--- src/rtl/rne_pkg.sv ---
// Shared types, codes and symbol tables for the Roman numeral encoder.
package rne_pkg;

  localparam int unsigned ValueW   = 16;
  localparam int unsigned SymW     = 8;
  localparam int unsigned RemW     = 12;
  localparam int unsigned NumLvl   = 4;
  localparam int unsigned MaxRoman = 3999;
  localparam int unsigned QDepth   = 2;
  localparam int unsigned QPtrW    = $clog2(QDepth);
  localparam int unsigned QCntW    = $clog2(QDepth + 1);

  localparam logic [SymW-1:0] SYM_NONE = 8'h00;
  localparam logic [SymW-1:0] SYM_I    = 8'h49;
  localparam logic [SymW-1:0] SYM_V    = 8'h56;
  localparam logic [SymW-1:0] SYM_X    = 8'h58;
  localparam logic [SymW-1:0] SYM_L    = 8'h4C;
  localparam logic [SymW-1:0] SYM_C    = 8'h43;
  localparam logic [SymW-1:0] SYM_D    = 8'h44;
  localparam logic [SymW-1:0] SYM_M    = 8'h4D;

  typedef enum logic [1:0] {
    ST_OK    = 2'd0,
    ST_EMPTY = 2'd1,
    ST_RANGE = 2'd2
  } status_t;

  typedef enum logic [2:0] {
    FS_IDLE,
    FS_THOU,
    FS_HUND,
    FS_TENS,
    FS_PUSH
  } front_state_t;

  typedef logic [3:0] digit_t;

  // digs[3] thousands .. digs[0] units
  typedef struct packed {
    status_t               status;
    digit_t [NumLvl-1:0]   digs;
  } job_t;

  function automatic logic [SymW-1:0] one_sym(input logic [1:0] lvl);
    logic [SymW-1:0] s;
    case (lvl)
      2'd0:    s = SYM_I;
      2'd1:    s = SYM_X;
      2'd2:    s = SYM_C;
      default: s = SYM_M;
    endcase
    return s;
  endfunction

  function automatic logic [SymW-1:0] five_sym(input logic [1:0] lvl);
    logic [SymW-1:0] s;
    case (lvl)
      2'd0:    s = SYM_V;
      2'd1:    s = SYM_L;
      2'd2:    s = SYM_D;
      default: s = SYM_NONE;
    endcase
    return s;
  endfunction

  // Number of letters a decimal digit takes.
  function automatic logic [2:0] digit_len(input digit_t d);
    logic [2:0] n;
    case (d)
      4'd1:    n = 3'd1;
      4'd2:    n = 3'd2;
      4'd3:    n = 3'd3;
      4'd4:    n = 3'd2;
      4'd5:    n = 3'd1;
      4'd6:    n = 3'd2;
      4'd7:    n = 3'd3;
      4'd8:    n = 3'd4;
      4'd9:    n = 3'd2;
      default: n = 3'd0;
    endcase
    return n;
  endfunction

endpackage

--- src/rtl/rne_front.sv ---
// Front end: accepts values, classifies them and splits them into decimal digits.
module rne_front (
  input  logic                         clk,
  input  logic                         rst_n,
  input  logic                         in_tvalid,
  output logic                         in_tready,
  input  logic [rne_pkg::ValueW-1:0]   in_tdata,   // [15:0] value
  output logic                         job_valid,
  input  logic                         job_ready,
  output rne_pkg::job_t                job
);
  import rne_pkg::*;

  front_state_t          state_r, state_nxt;
  logic [RemW-1:0]       rem_r, rem_nxt;
  digit_t [NumLvl-1:0]   digs_r, digs_nxt;
  status_t               status_r, status_nxt;

  logic                  in_acc;
  logic                  in_ok;
  status_t               in_status;
  logic [RemW-1:0]       step_rem;
  digit_t                step_dig;

  // One decade per call: largest k with k*sc <= r, and the remainder.
  function automatic logic [15:0] dig_sub(input logic [RemW-1:0] r, input logic [13:0] sc);
    logic [3:0]      d;
    logic [RemW-1:0] nr;
    logic [13:0]     lim;
    d  = 4'd0;
    nr = r;
    for (int k = 1; k <= 9; k++) begin
      lim = 14'(k) * sc;
      if ({2'b00, r} >= lim) begin
        d  = 4'(k);
        nr = RemW'({2'b00, r} - lim);
      end
    end
    return {d, nr};
  endfunction

  always_comb begin
    in_ok     = (in_tdata != '0) && (in_tdata <= ValueW'(MaxRoman));
    in_status = (in_tdata == '0) ? ST_EMPTY : (in_ok ? ST_OK : ST_RANGE);
  end

  // outputs
  always_comb begin
    in_tready = (state_r == FS_IDLE) || ((state_r == FS_PUSH) && job_ready);
    job_valid = (state_r == FS_PUSH);
    job.status = status_r;
    job.digs   = digs_r;
  end

  assign in_acc = in_tvalid && in_tready;

  // next state
  always_comb begin
    state_nxt = state_r;
    case (state_r)
      FS_IDLE: begin
        if (in_acc) begin
          state_nxt = in_ok ? FS_THOU : FS_PUSH;
        end
      end
      FS_THOU: state_nxt = FS_HUND;
      FS_HUND: state_nxt = FS_TENS;
      FS_TENS: state_nxt = FS_PUSH;
      FS_PUSH: begin
        if (in_acc) begin
          state_nxt = in_ok ? FS_THOU : FS_PUSH;
        end else if (job_ready) begin
          state_nxt = FS_IDLE;
        end
      end
      default: state_nxt = FS_IDLE;
    endcase
  end

  // digit extraction, one decade per cycle
  always_comb begin
    {step_dig, step_rem} = 16'd0;
    case (state_r)
      FS_THOU: {step_dig, step_rem} = dig_sub(rem_r, 14'd1000);
      FS_HUND: {step_dig, step_rem} = dig_sub(rem_r, 14'd100);
      FS_TENS: {step_dig, step_rem} = dig_sub(rem_r, 14'd10);
      default: {step_dig, step_rem} = {4'd0, rem_r};
    endcase
  end

  always_comb begin
    rem_nxt    = rem_r;
    digs_nxt   = digs_r;
    status_nxt = status_r;
    if (in_acc) begin
      rem_nxt    = in_tdata[RemW-1:0];
      digs_nxt   = '0;
      status_nxt = in_status;
    end else begin
      case (state_r)
        FS_THOU: begin
          digs_nxt[3] = step_dig;
          rem_nxt     = step_rem;
        end
        FS_HUND: begin
          digs_nxt[2] = step_dig;
          rem_nxt     = step_rem;
        end
        FS_TENS: begin
          digs_nxt[1] = step_dig;
          digs_nxt[0] = step_rem[3:0];
          rem_nxt     = step_rem;
        end
        default: rem_nxt = rem_r;
      endcase
    end
  end

  always_ff @(posedge clk) begin
    if (!rst_n) begin
      state_r <= FS_IDLE;
    end else begin
      state_r <= state_nxt;
    end
  end

  always_ff @(posedge clk) begin
    rem_r    <= rem_nxt;
    digs_r   <= digs_nxt;
    status_r <= status_nxt;
  end

  a_ok_has_digit: assert property (@(posedge clk) disable iff (!rst_n)
    job_valid && (job.status == ST_OK) |-> (job.digs != '0))
    else $error("front: ok word with no digits");

  a_units_decimal: assert property (@(posedge clk) disable iff (!rst_n)
    job_valid && (job.status == ST_OK) |-> (job.digs[0] <= 4'd9) && (job.digs[3] <= 4'd3))
    else $error("front: digit out of range");

  a_hold_on_stall: assert property (@(posedge clk) disable iff (!rst_n)
    job_valid && !job_ready |=> job_valid && $stable(job))
    else $error("front: job changed while stalled");

endmodule

--- src/rtl/rne_queue.sv ---
// Two-entry queue of digit jobs between front and back.
module rne_queue (
  input  logic           clk,
  input  logic           rst_n,
  input  logic           push_valid,
  output logic           push_ready,
  input  rne_pkg::job_t  push_job,
  output logic           pop_valid,
  input  logic           pop_ready,
  output rne_pkg::job_t  pop_job
);
  import rne_pkg::*;

  job_t              mem_r [QDepth];
  logic [QPtrW-1:0]  wr_ptr_r, wr_ptr_nxt;
  logic [QPtrW-1:0]  rd_ptr_r, rd_ptr_nxt;
  logic [QCntW-1:0]  count_r, count_nxt;
  logic              push, pop;

  assign push_ready = (count_r != QCntW'(QDepth));
  assign pop_valid  = (count_r != '0);
  assign pop_job    = mem_r[rd_ptr_r];
  assign push       = push_valid && push_ready;
  assign pop        = pop_valid && pop_ready;

  always_comb begin
    wr_ptr_nxt = wr_ptr_r;
    rd_ptr_nxt = rd_ptr_r;
    count_nxt  = count_r;
    if (push) begin
      wr_ptr_nxt = (wr_ptr_r == QPtrW'(QDepth - 1)) ? '0 : wr_ptr_r + 1'b1;
    end
    if (pop) begin
      rd_ptr_nxt = (rd_ptr_r == QPtrW'(QDepth - 1)) ? '0 : rd_ptr_r + 1'b1;
    end
    if (push && !pop) begin
      count_nxt = count_r + 1'b1;
    end else if (pop && !push) begin
      count_nxt = count_r - 1'b1;
    end
  end

  always_ff @(posedge clk) begin
    if (!rst_n) begin
      wr_ptr_r <= '0;
      rd_ptr_r <= '0;
      count_r  <= '0;
    end else begin
      wr_ptr_r <= wr_ptr_nxt;
      rd_ptr_r <= rd_ptr_nxt;
      count_r  <= count_nxt;
    end
  end

  always_ff @(posedge clk) begin
    if (push) begin
      mem_r[wr_ptr_r] <= push_job;
    end
  end

  a_count_bound: assert property (@(posedge clk) disable iff (!rst_n)
    count_r <= QCntW'(QDepth))
    else $error("queue: count overflow");

  a_ptr_count: assert property (@(posedge clk) disable iff (!rst_n)
    (count_r == '0) || (count_r == QCntW'(QDepth)) |-> (wr_ptr_r == rd_ptr_r))
    else $error("queue: pointers disagree with count");

  a_pop_then_count: assert property (@(posedge clk) disable iff (!rst_n)
    pop && !push |=> count_r == $past(count_r) - 1'b1)
    else $error("queue: pop did not drop count");

endmodule

--- src/rtl/rne_back.sv ---
// Back end: walks a digit job and emits one Roman letter per word.
module rne_back (
  input  logic                        clk,
  input  logic                        rst_n,
  input  logic                        job_valid,
  output logic                        job_ready,
  input  rne_pkg::job_t               job,
  output logic                        out_tvalid,
  input  logic                        out_tready,
  output logic [rne_pkg::SymW-1:0]    out_tdata,   // [7:0] symbol
  output logic                        out_tlast,   // last
  output logic [1:0]                  out_tuser    // [1:0] status
);
  import rne_pkg::*;

  logic                  have_r, have_nxt;
  digit_t [NumLvl-1:0]   digs_r, digs_nxt;
  status_t               stat_r, stat_nxt;
  logic [1:0]            pos_r, pos_nxt;
  logic                  ovalid_r, ovalid_nxt;
  logic [SymW-1:0]       osym_r, osym_nxt;
  logic                  olast_r, olast_nxt;
  status_t               ostat_r, ostat_nxt;

  logic [NumLvl-1:0]     nz, rest;
  logic [1:0]            cur;
  digit_t                d;
  logic [2:0]            len;
  logic                  fin_dig, finish, adv, emit, load;
  logic [SymW-1:0]       sym_o, sym_f, sym_t, sym;

  always_comb begin
    for (int i = 0; i < NumLvl; i++) begin
      nz[i] = (digs_r[i] != '0);
    end
    cur = '0;
    for (int i = 0; i < NumLvl; i++) begin
      if (nz[i]) begin
        cur = 2'(i);
      end
    end
    rest    = nz & ~(NumLvl'(1) << cur);
    d       = digs_r[cur];
    len     = digit_len(d);
    fin_dig = ({1'b0, pos_r} == (len - 3'd1));
    sym_o   = one_sym(cur);
    sym_f   = five_sym(cur);
    sym_t   = one_sym(cur + 2'd1);
    case (d)
      4'd9:    sym = (pos_r == 2'd0) ? sym_o : sym_t;
      4'd4:    sym = (pos_r == 2'd0) ? sym_o : sym_f;
      default: sym = ((d >= 4'd5) && (pos_r == 2'd0)) ? sym_f : sym_o;
    endcase
  end

  assign adv       = !ovalid_r || out_tready;
  assign emit      = have_r && adv;
  assign finish    = (stat_r != ST_OK) || (fin_dig && (rest == '0));
  assign load      = job_valid && (!have_r || (emit && finish));
  assign job_ready = load;

  always_comb begin
    have_nxt   = have_r;
    digs_nxt   = digs_r;
    stat_nxt   = stat_r;
    pos_nxt    = pos_r;
    ovalid_nxt = ovalid_r;
    osym_nxt   = osym_r;
    olast_nxt  = olast_r;
    ostat_nxt  = ostat_r;
    if (emit) begin
      ovalid_nxt = 1'b1;
      ostat_nxt  = stat_r;
      if (stat_r != ST_OK) begin
        osym_nxt  = SYM_NONE;
        olast_nxt = 1'b1;
      end else begin
        osym_nxt  = sym;
        olast_nxt = finish;
        // advance within the digit or retire it
        if (fin_dig) begin
          digs_nxt[cur] = '0;
          pos_nxt       = '0;
        end else begin
          pos_nxt = pos_r + 2'd1;
        end
      end
      if (finish) begin
        have_nxt = 1'b0;
      end
    end else if (out_tready) begin
      ovalid_nxt = 1'b0;
    end
    if (load) begin
      have_nxt = 1'b1;
      digs_nxt = job.digs;
      stat_nxt = job.status;
      pos_nxt  = '0;
    end
  end

  always_ff @(posedge clk) begin
    if (!rst_n) begin
      have_r   <= 1'b0;
      ovalid_r <= 1'b0;
    end else begin
      have_r   <= have_nxt;
      ovalid_r <= ovalid_nxt;
    end
  end

  always_ff @(posedge clk) begin
    digs_r  <= digs_nxt;
    stat_r  <= stat_nxt;
    pos_r   <= pos_nxt;
    osym_r  <= osym_nxt;
    olast_r <= olast_nxt;
    ostat_r <= ostat_nxt;
  end

  assign out_tvalid = ovalid_r;
  assign out_tdata  = osym_r;
  assign out_tlast  = olast_r;
  assign out_tuser  = ostat_r;

  a_flag_single: assert property (@(posedge clk) disable iff (!rst_n)
    out_tvalid && (out_tuser != ST_OK) |-> out_tlast && (out_tdata == SYM_NONE))
    else $error("back: flagged word not a lone last word");

  a_ok_letter: assert property (@(posedge clk) disable iff (!rst_n)
    out_tvalid && (out_tuser == ST_OK) |-> (out_tdata != SYM_NONE))
    else $error("back: ok word without a letter");

  a_ok_has_digit: assert property (@(posedge clk) disable iff (!rst_n)
    have_r && (stat_r == ST_OK) |-> (digs_r != '0) && ({1'b0, pos_r} < len))
    else $error("back: active job with nothing left");

endmodule

--- src/rtl/roman_numeral_encoder.sv ---
// Letters leave one per cycle while out_tready holds and a job is waiting, 1 to 15
// letters per valid value. The front digit splitter does one decade compare per cycle
// and takes no new value until the job of the last one is handed on; the output
// runs at one word per cycle while a job is waiting, unless out_tready stalls it.
// A two-entry job queue lets the splitter run ahead of the letter sequencer.
// Reset: synchronous active-low rst_n empties the front, queue and output register.
module roman_numeral_encoder (
  input  logic                        clk,
  input  logic                        rst_n,
  input  logic                        in_tvalid,
  output logic                        in_tready,
  input  logic [rne_pkg::ValueW-1:0]  in_tdata,    // [15:0] value
  output logic                        out_tvalid,
  input  logic                        out_tready,
  output logic [rne_pkg::SymW-1:0]    out_tdata,   // [7:0] symbol
  output logic                        out_tlast,   // last
  output logic [1:0]                  out_tuser    // [1:0] status
);
  import rne_pkg::*;

  logic  f_valid, f_ready;
  job_t  f_job;
  logic  b_valid, b_ready;
  job_t  b_job;

  rne_front u_front (
    .clk       (clk),
    .rst_n     (rst_n),
    .in_tvalid (in_tvalid),
    .in_tready (in_tready),
    .in_tdata  (in_tdata),
    .job_valid (f_valid),
    .job_ready (f_ready),
    .job       (f_job)
  );

  rne_queue u_queue (
    .clk        (clk),
    .rst_n      (rst_n),
    .push_valid (f_valid),
    .push_ready (f_ready),
    .push_job   (f_job),
    .pop_valid  (b_valid),
    .pop_ready  (b_ready),
    .pop_job    (b_job)
  );

  rne_back u_back (
    .clk        (clk),
    .rst_n      (rst_n),
    .job_valid  (b_valid),
    .job_ready  (b_ready),
    .job        (b_job),
    .out_tvalid (out_tvalid),
    .out_tready (out_tready),
    .out_tdata  (out_tdata),
    .out_tlast  (out_tlast),
    .out_tuser  (out_tuser)
  );

endmodule
--- config.mk ---
export PLATFORM = sky130hd
export DESIGN_NAME = roman_numeral_encoder
export DESIGN_NICKNAME = d
export VERILOG_FILES = /design/src/rtl/rne_pkg.sv /design/src/rtl/rne_front.sv /design/src/rtl/rne_queue.sv /design/src/rtl/rne_back.sv /design/src/rtl/roman_numeral_encoder.sv
export SDC_FILE = /design/constraint.sdc
export NUM_CORES = 1
export LEC_CHECK = 0
export BUFFER_PORTS_ARGS = -buffer_cell sky130_fd_sc_hd__buf_2
export CAP_MARGIN = 10
export CORE_MARGIN = 2
export CORE_UTILIZATION = 40
export CTS_BUF_LIST = sky130_fd_sc_hd__clkbuf_2
export CTS_CLUSTER_SIZE = 16
export DETAILED_ROUTE_END_ITERATION = 10
export PLACE_DENSITY_LB_ADDON = 0.1
export SYNTH_ARGS = -nofsm -noshare
export SYNTH_HDL_FRONTEND = slang
export SYNTH_SLANG_ARGS = --single-unit
export TNS_END_PERCENT = 1
--- constraint.sdc ---
create_clock -name clk -period 10.9 [get_ports clk]
set_input_delay 0.545 -clock clk [delete_from_list [all_inputs] [get_ports clk]]
set_output_delay 0.545 -clock clk [all_outputs]
set_load 0.005 [all_outputs]
Yosys cells after proc, flatten, opt, wreduce, memory -nomap -nowiden
Memories as Yosys holds them, arrays and structs flattened. A register that Yosys moved wholly into a read port is not among the register bits.
Cells that the tools add are included.

operators by class
  add/sub/neg operators = 30
  $lt $le $gt $ge = 27
  eq/ne operators = 17
  shift operators = 1
  multiplexer cells = 88
  bitwise logic cells = 5
  reductions and logical operators = 46

operators by type and width
  operator                number
  $mux 12                 25
  $sub 12x10->12 const B  6
  $mux 16                 4
  $ge 12x10->1 const B    5
  $ge 12x7->1 const B     4
  $sub 12x7->12 const B   4
  $mux 3                  13
  $ge 12x6->1 const B     3
  $ge 12x9->1 const B     3
  $sub 12x6->12 const B   3
  $sub 12x9->12 const B   3
  $pmux 5 s3              2
  $mux 4                  7
  $ge 12x12->1 const B    2
  $ge 12x5->1 const B     2
  $mux 2                  12
  $pmux 12 s2             1
  $sub 12x12->12 const B  2
  $sub 12x5->12 const B   2
  $ne 11x1->1 const B     2
  $pmux 7 s3              1
  $and 16x16->16          1
  $le 16x12->1 const B    1
  $logic_not 16->1        1
  other kinds (52)        105

storage, ports and cells
  flip-flop bits (word level) = 70
  memory bits (writable) = 36
  ROM bits = 48
  input bits = 20
  output and inout port bits = 13
  memories = 2

memory list
  memory            depth  bits a word  rd ports  clocked after Yosys merged registers in  wr ports  RTL line         RTL
  (name not given)  16     3            1         0                                        0         rne_pkg.sv:69    case (d)
  u_queue.mem_r     2      18           1         1                                        1         rne_queue.sv:14  job_t mem_r [QDepth];

Depth between registers and ports, before layout
An unclocked memory read counts as a cell.

  depth in word-level cells = 18
  depth in mapped cells = 16
  depth with buffers taken out = 14

Hierarchy
Synthesis repeated with hierarchy kept, for this count alone.

unflattened totals
  cells, all modules = 1125
  area total of the unflattened synthesis = 9497.9 um2

by module, submodules not included
  module     times used  cells each  area an instance (um2)  seq. area each (um2)
  rne_front  1           862         5916.9                  800.8
  rne_back   1           183         2042.0                  890.9
  rne_queue  1           80          1539.0                  1181.1

Least setup slack after synthesis
OpenSTA, ideal clock, no wires.

  path type = flip-flop to flip-flop
  start point = register u_back.digs_r[4] (netlist name)
  end point = register u_back.digs_r[0] (netlist name), enable pin
  setup time = 0.411 ns
  arrival time = 3.769 ns
  required time = 10.489 ns
  path slack = 6.720 ns
  cell stages (with the launch flop) = 14
  path through = edfxtp_1 -> nor4_4 -> nand3_1 -> buf_6 -> o22ai_4 -> nor4_4 -> nor2_1 -> ha_1 -> inv_1 -> a2111oi_0 -> nand4_1 -> nand3_1 -> nand2_1 -> o21ai_0

between the ends
  longest elaborated chain between the ends = 16

RTL lines
  what                                                              RTL line         RTL
  start: declaration                                                rne_back.sv:17   digit_t [NumLvl-1:0] digs_r, digs_nxt;
  start signal: assignment                                          rne_back.sv:113  digs_r <= digs_nxt;
  $reduce_bool 4->1                                                 rne_back.sv:34   nz[i] = (digs_r[i] != '0);
  $mux 1                                                            rne_back.sv:38   if (nz[i]) begin
  $mux 2 (2 in series)                                              rne_back.sv:38
  $bmux 4 s2                                                        rne_back.sv:43   d = digs_r[cur];
  $mux 4 (not written as such)                                      rne_back.sv:43
  $mem_v2 16x3                                                      n/a
  $sub 3x1->3                                                       rne_back.sv:45   fin_dig = ({1'b0, pos_r} == (len - 3'd1));
  $eq 2x3->1                                                        rne_back.sv:45
  $logic_and 1x1->1                                                 rne_back.sv:58   assign finish = (stat_r != ST_OK) || (fin_dig && (rest == '0));
  $logic_or 1x1->1                                                  rne_back.sv:58
  $logic_and 1x1->1                                                 rne_back.sv:59   assign load = job_valid && (!have_r || (emit && finish));
  $logic_or 1x1->1                                                  rne_back.sv:59
  $logic_and 1x1->1                                                 rne_back.sv:59
  $ne 2x2->1 (no line) / $reduce_bool 2->1 (equally long branches)  n/a
  $reduce_and 3->1 (no line) *                                      n/a

Every way passes the cells marked *; elsewhere a longest branch is shown, timed or not. The select of a mux whose other input is x is not followed.
A chain may end at the register's enable or synchronous reset.

Worst setup path after layout
  start point = register u_back.digs_r[9] (netlist name)
  end point = register u_back.digs_r[11] (netlist name), enable pin

between the ends
  longest elaborated chain between the ends = 15

RTL lines
  what                                                              RTL line
  $reduce_bool 4->1                                                 rne_back.sv:34
  $mux 2 (2 in series)                                              rne_back.sv:38
  $bmux 4 s2                                                        rne_back.sv:43
  $mux 4 (not written as such)                                      rne_back.sv:43
  $mem_v2 16x3                                                      n/a
  $sub 3x1->3                                                       rne_back.sv:45
  $eq 2x3->1                                                        rne_back.sv:45
  $logic_and 1x1->1                                                 rne_back.sv:58
  $logic_or 1x1->1                                                  rne_back.sv:58
  $logic_and 1x1->1                                                 rne_back.sv:59
  $logic_or 1x1->1                                                  rne_back.sv:59
  $logic_and 1x1->1                                                 rne_back.sv:59
  $ne 2x2->1 (no line) / $reduce_bool 2->1 (equally long branches)  n/a
  $reduce_and 3->1 (no line) *                                      n/a

Marked as above.

==> flow_summary.yaml <==
yosys:
  synth_enable_flop_cells: 77
  synth_top_cell_area_share_pct: 26.0
  yosysWarnings: 0
  synth_sequential_area_ratio_pct: 32.3
  yosys-mux-area-fraction_pct: 2.56
  post_synth_inst_count: 1047
  yosys_most_used_dff: "sky130_fd_sc_hd__edfxtp_1"
  yosys.area_share.xor_xnor_pct: 5.91
  yosys.cell_count.top_type: "sky130_fd_sc_hd__nor2_1"
  area_contributors_post_synth: "sky130_fd_sc_hd__edfxtp_1, sky130_fd_sc_hd__dfxtp_1, sky130_fd_sc_hd__xnor2_1"
  largest_family_of_logic_cells_by_synthesized_area: "compound AO/OA/AOI/OAI gates"
  yosys-top-cells-count: "sky130_fd_sc_hd__nor2_1, sky130_fd_sc_hd__nand2_1, sky130_fd_sc_hd__a21oi_1, sky130_fd_sc_hd__edfxtp_1, sky130_fd_sc_hd__o21ai_0"
  postSynthAreaPerCell_um2: 8.49
  synth_cell_type_count: 106
  seq_cells_post_synth: 105
  synth-async-reset-ratio_pct: 0
  synth_fa_ha_area_share_pct: 3.91
  synth_compound_area_share_pct: 27.9
  post_synth_instance_area_um2: 8890
  netlist.top_cell.by_area: "sky130_fd_sc_hd__edfxtp_1"
  synth_simple_gate_area_share_pct: 22.0
worst_setup_path:
  cp.arrival_ns: 4.94
  setup.worst_path.end_class: "flip-flop"
  timing.critical_path.fanout_max: 32
  critical_path.max_stage_delay_ns: 0.83
  worst_path_most_repeated_cell: "sky130_fd_sc_hd__buf_4"
  timing.setup.critical_path_class: "reg -> reg"
  timing.critical_path.from_type: "flip-flop"
  crit_path_cell_trace: "nor4_2, nand3_1, o22ai_4, nor4_4, nor2_1, ha_1, inv_1, a2111oi_0, nand4_1, a31oi_1, o22ai_2, buf_4, o21ai_1, buf_4"
  rrSetupSlack_ns: 6.24
  cpMaxStageDelayCell: "sky130_fd_sc_hd__nor4_2"
  crit_required_ns: 11.18
routing:
  routedWlPerCell_um: 24.4
  detailed_route_via_count: 8616
  final_routed_wirelength_mm: 32.1
  vias_per_cell: 6.54
  route.antenna.remaining_nets: 0
  firstDrtPassIters: 6
  first_iter_violations: 1081
  drc: 0
sta:
  final_total_negative_setup_slack_ns: 0
  rsz0062_at_grt: "false"
  setup_slack_ns: 6.24
  final-max-slew-violation-count: 0
  worst_hold_margin_ns: 0.227
  fmax_ghz: 0.215
  fin_crit_ns: 4.66
  layout_worst_path_cycle_share_pct: 42.8
  maxSlewHeadroom_pct: 29.5
  finalSetupViolCount: 0
  timing_worst_slew_pin_value_ns: 1.06
  clock_skew_ns: 0.0549
  report.final.hold_viol_count: 0
floorplan:
  fp.coreArea_um2: 21800
  boundaryPins: 33
  dieArea_um2: 23400
  chipHeight_um: 153
  fp-row-count: 54
  initial_cell_density_of_the_core_pct: 40.8
  fp.dieW_um: 153
layout:
  drive_gt1_share_pct: 10.9
  total_number_of_nets_in_the_final_design: 1079
  area.growth.synth_to_final_pct: 4.54
global_routing:
  grt_use_met1_pct: 33.4
  grt_start_max_net_pins: 44
  use_met2_pct: 44.6
  grt_pass1_vias: 8026
  grt_util_met3_pct: 3.77
  grtUsageTotal_pct: 26.8
  globalRoute.totalOverflow: 0
  top_usage_layer: "met2"
  initial_antenna_violation_count: 1
  grt_first_pass_wirelength_mm: 49.1
clock_tree:
  cts_tree: "done"
  root_driver: "sky130_fd_sc_hd__clkbuf_2"
  cts_max_path_buffers: 2
  cts_htree_levels: 3
  cts_buffers: 9
  cts-resized-gates: 0
  hold_buffers: 0
  insertion_delay_ns: 0.59
  numClockSinks: 105
  clkSlewWorstSetupHoldPaths_ns: 0.32
  postCtsSetupRepairBufs: 0
hold_path:
  hold_path_class: "in -> reg"
power:
  power_leakage_nw: 3.11
  p_per_area_nw_per_um2: 155
  finalPower_mw: 1.44
  max-vdd-ir-drop_mv: 0.0711
placement:
  post_place_worst_slack_ns: 6.29
  place.port_buffers: 30
  gp_congestion: 1.01
  place.detailed.hpwl_mm: 23.5
job:
  max_cap_viol_count: 0
status:
  run_status: "finished, final reports clean"
==> stage by stage <==
step,utilization [%],instances,cell area (um2)
6_report,42.6,1318,9300
3_3_place_gp,42.0,1301,9170
5_1_grt,42.6,1318,9300
2_1_floorplan,-,1048,8900
4_1_cts,42.6,1317,9300
3_5_place_dp,42.0,1301,9170
==> sequential cells by signal, indices dropped and copies added (netlist names), named ones only <==
register / count
u_back.out_tdata: 6
u_queue.rd_ptr_r: 1
u_back.out_tvalid: 1
u_back.stat_r: 2
u_back.out_tlast: 1
u_queue.wr_ptr_r: 1
u_front.rem_r: 12
u_back.digs_r: 16
u_back.out_tuser: 2
u_front.state_r: 3
u_queue.count_r: 2
u_back.have_r: 1
u_front.job: 16
u_front.status_r: 2
u_back.pos_r: 2
u_queue.mem_r: 36
==> path summary, 6_finish.rpt <==
check / from / cells past startpoint / to
worst max-delay path: u_back.digs_r[9] / 14 / u_back.digs_r[11]
worst min-delay path: in_tdata[1] / 3 / u_front.rem_r[1]
worst max register to register: u_back.digs_r[9] / 14 / u_back.digs_r[11]
worst min register to register: u_front.job[4] / 2 / u_front.job[4]
==> layout by cell type, fill, tap and decap left out, drive strengths merged, types with 5 or more instances in the layout <==
master / synthesis / layout
clkbuf: 35 / 10
nand2: 89 / 89
a221oi: 13 / 13
ha: 27 / 27
mux2i: 19 / 19
a211o: 7 / 7
a211oi: 20 / 20
nor2b: 8 / 8
edfxtp: 77 / 77
or2: 8 / 8
a21o: 16 / 16
o21a: 9 / 9
o22ai: 7 / 7
nand2b: 12 / 12
buf: 38 / 46
nor3: 35 / 35
xor2: 11 / 11
xnor2: 49 / 49
inv: 32 / 37
a21oi: 84 / 84
and3: 13 / 13
and2: 20 / 20
nand3: 38 / 38
dfxtp: 28 / 28
a31oi: 20 / 20
or3: 8 / 8
o21ai: 76 / 76
nand4: 14 / 14
a2111oi: 9 / 9
o211ai: 9 / 9
a31o: 5 / 5
o31ai: 6 / 6
nor2: 93 / 93
nor4: 13 / 13
o221ai: 11 / 11
==> metal layers <==
metal / vias to the layer above / share of wire, %
met5: - / 0
met4: 0 / 5.7
met3: 120 / 8.0
met2: 497 / 47
met1: 4069 / 39
li1: 3930 / -
==> critical path: cells and delay by family, from the launching register on <==
kind | cells | cell delay, ns
and+or+nand+nor | 5 | 1.86
buffers and inverters | 3 | 0.56
DFF | 1 | 0.50
adders and majority gates | 1 | 0.17
AOI/OAI and AO/OA | 5 | 1.29
==> kinds of logic (layout without fill, tap and decap cells) <==
| family | Yosys count | in the layout |
|---|---|---|
| flip-flops | 105 | 105 |
| adder cells (fa/ha/maj) | 28 | 28 |
| AND/OR/NAND/NOR | 375 | 375 |
| multiplexers | 22 | 22 |
| buffers and inverters | 106 | 95 |
| AO/OA/AOI/OAI | 350 | 350 |
| XOR/XNOR | 60 | 60 |
| other | 1 | 3 |
==> power breakdown <==
part | internal [mW] | total [mW] | switching, mW
logic | 0.248 | 0.694 | 0.447
registers | 0.498 | 0.557 | 0.0593
clock network | 0.0587 | 0.192 | 0.134
==> cell type report <==
cell class / count / area [um2]
timing repair buffer: 46 / 270
antenna: 1 / 2.50
clock buffer: 10 / 50.0
fill: 2215 / 12500
clock inverter: 6 / 73.8
multi-input combinational: 837 / 5550
inverter: 33 / 124
tap: 280 / 350
sequential: 105 / 2870
Note: power is estimated with default switching activity, not from simulation.
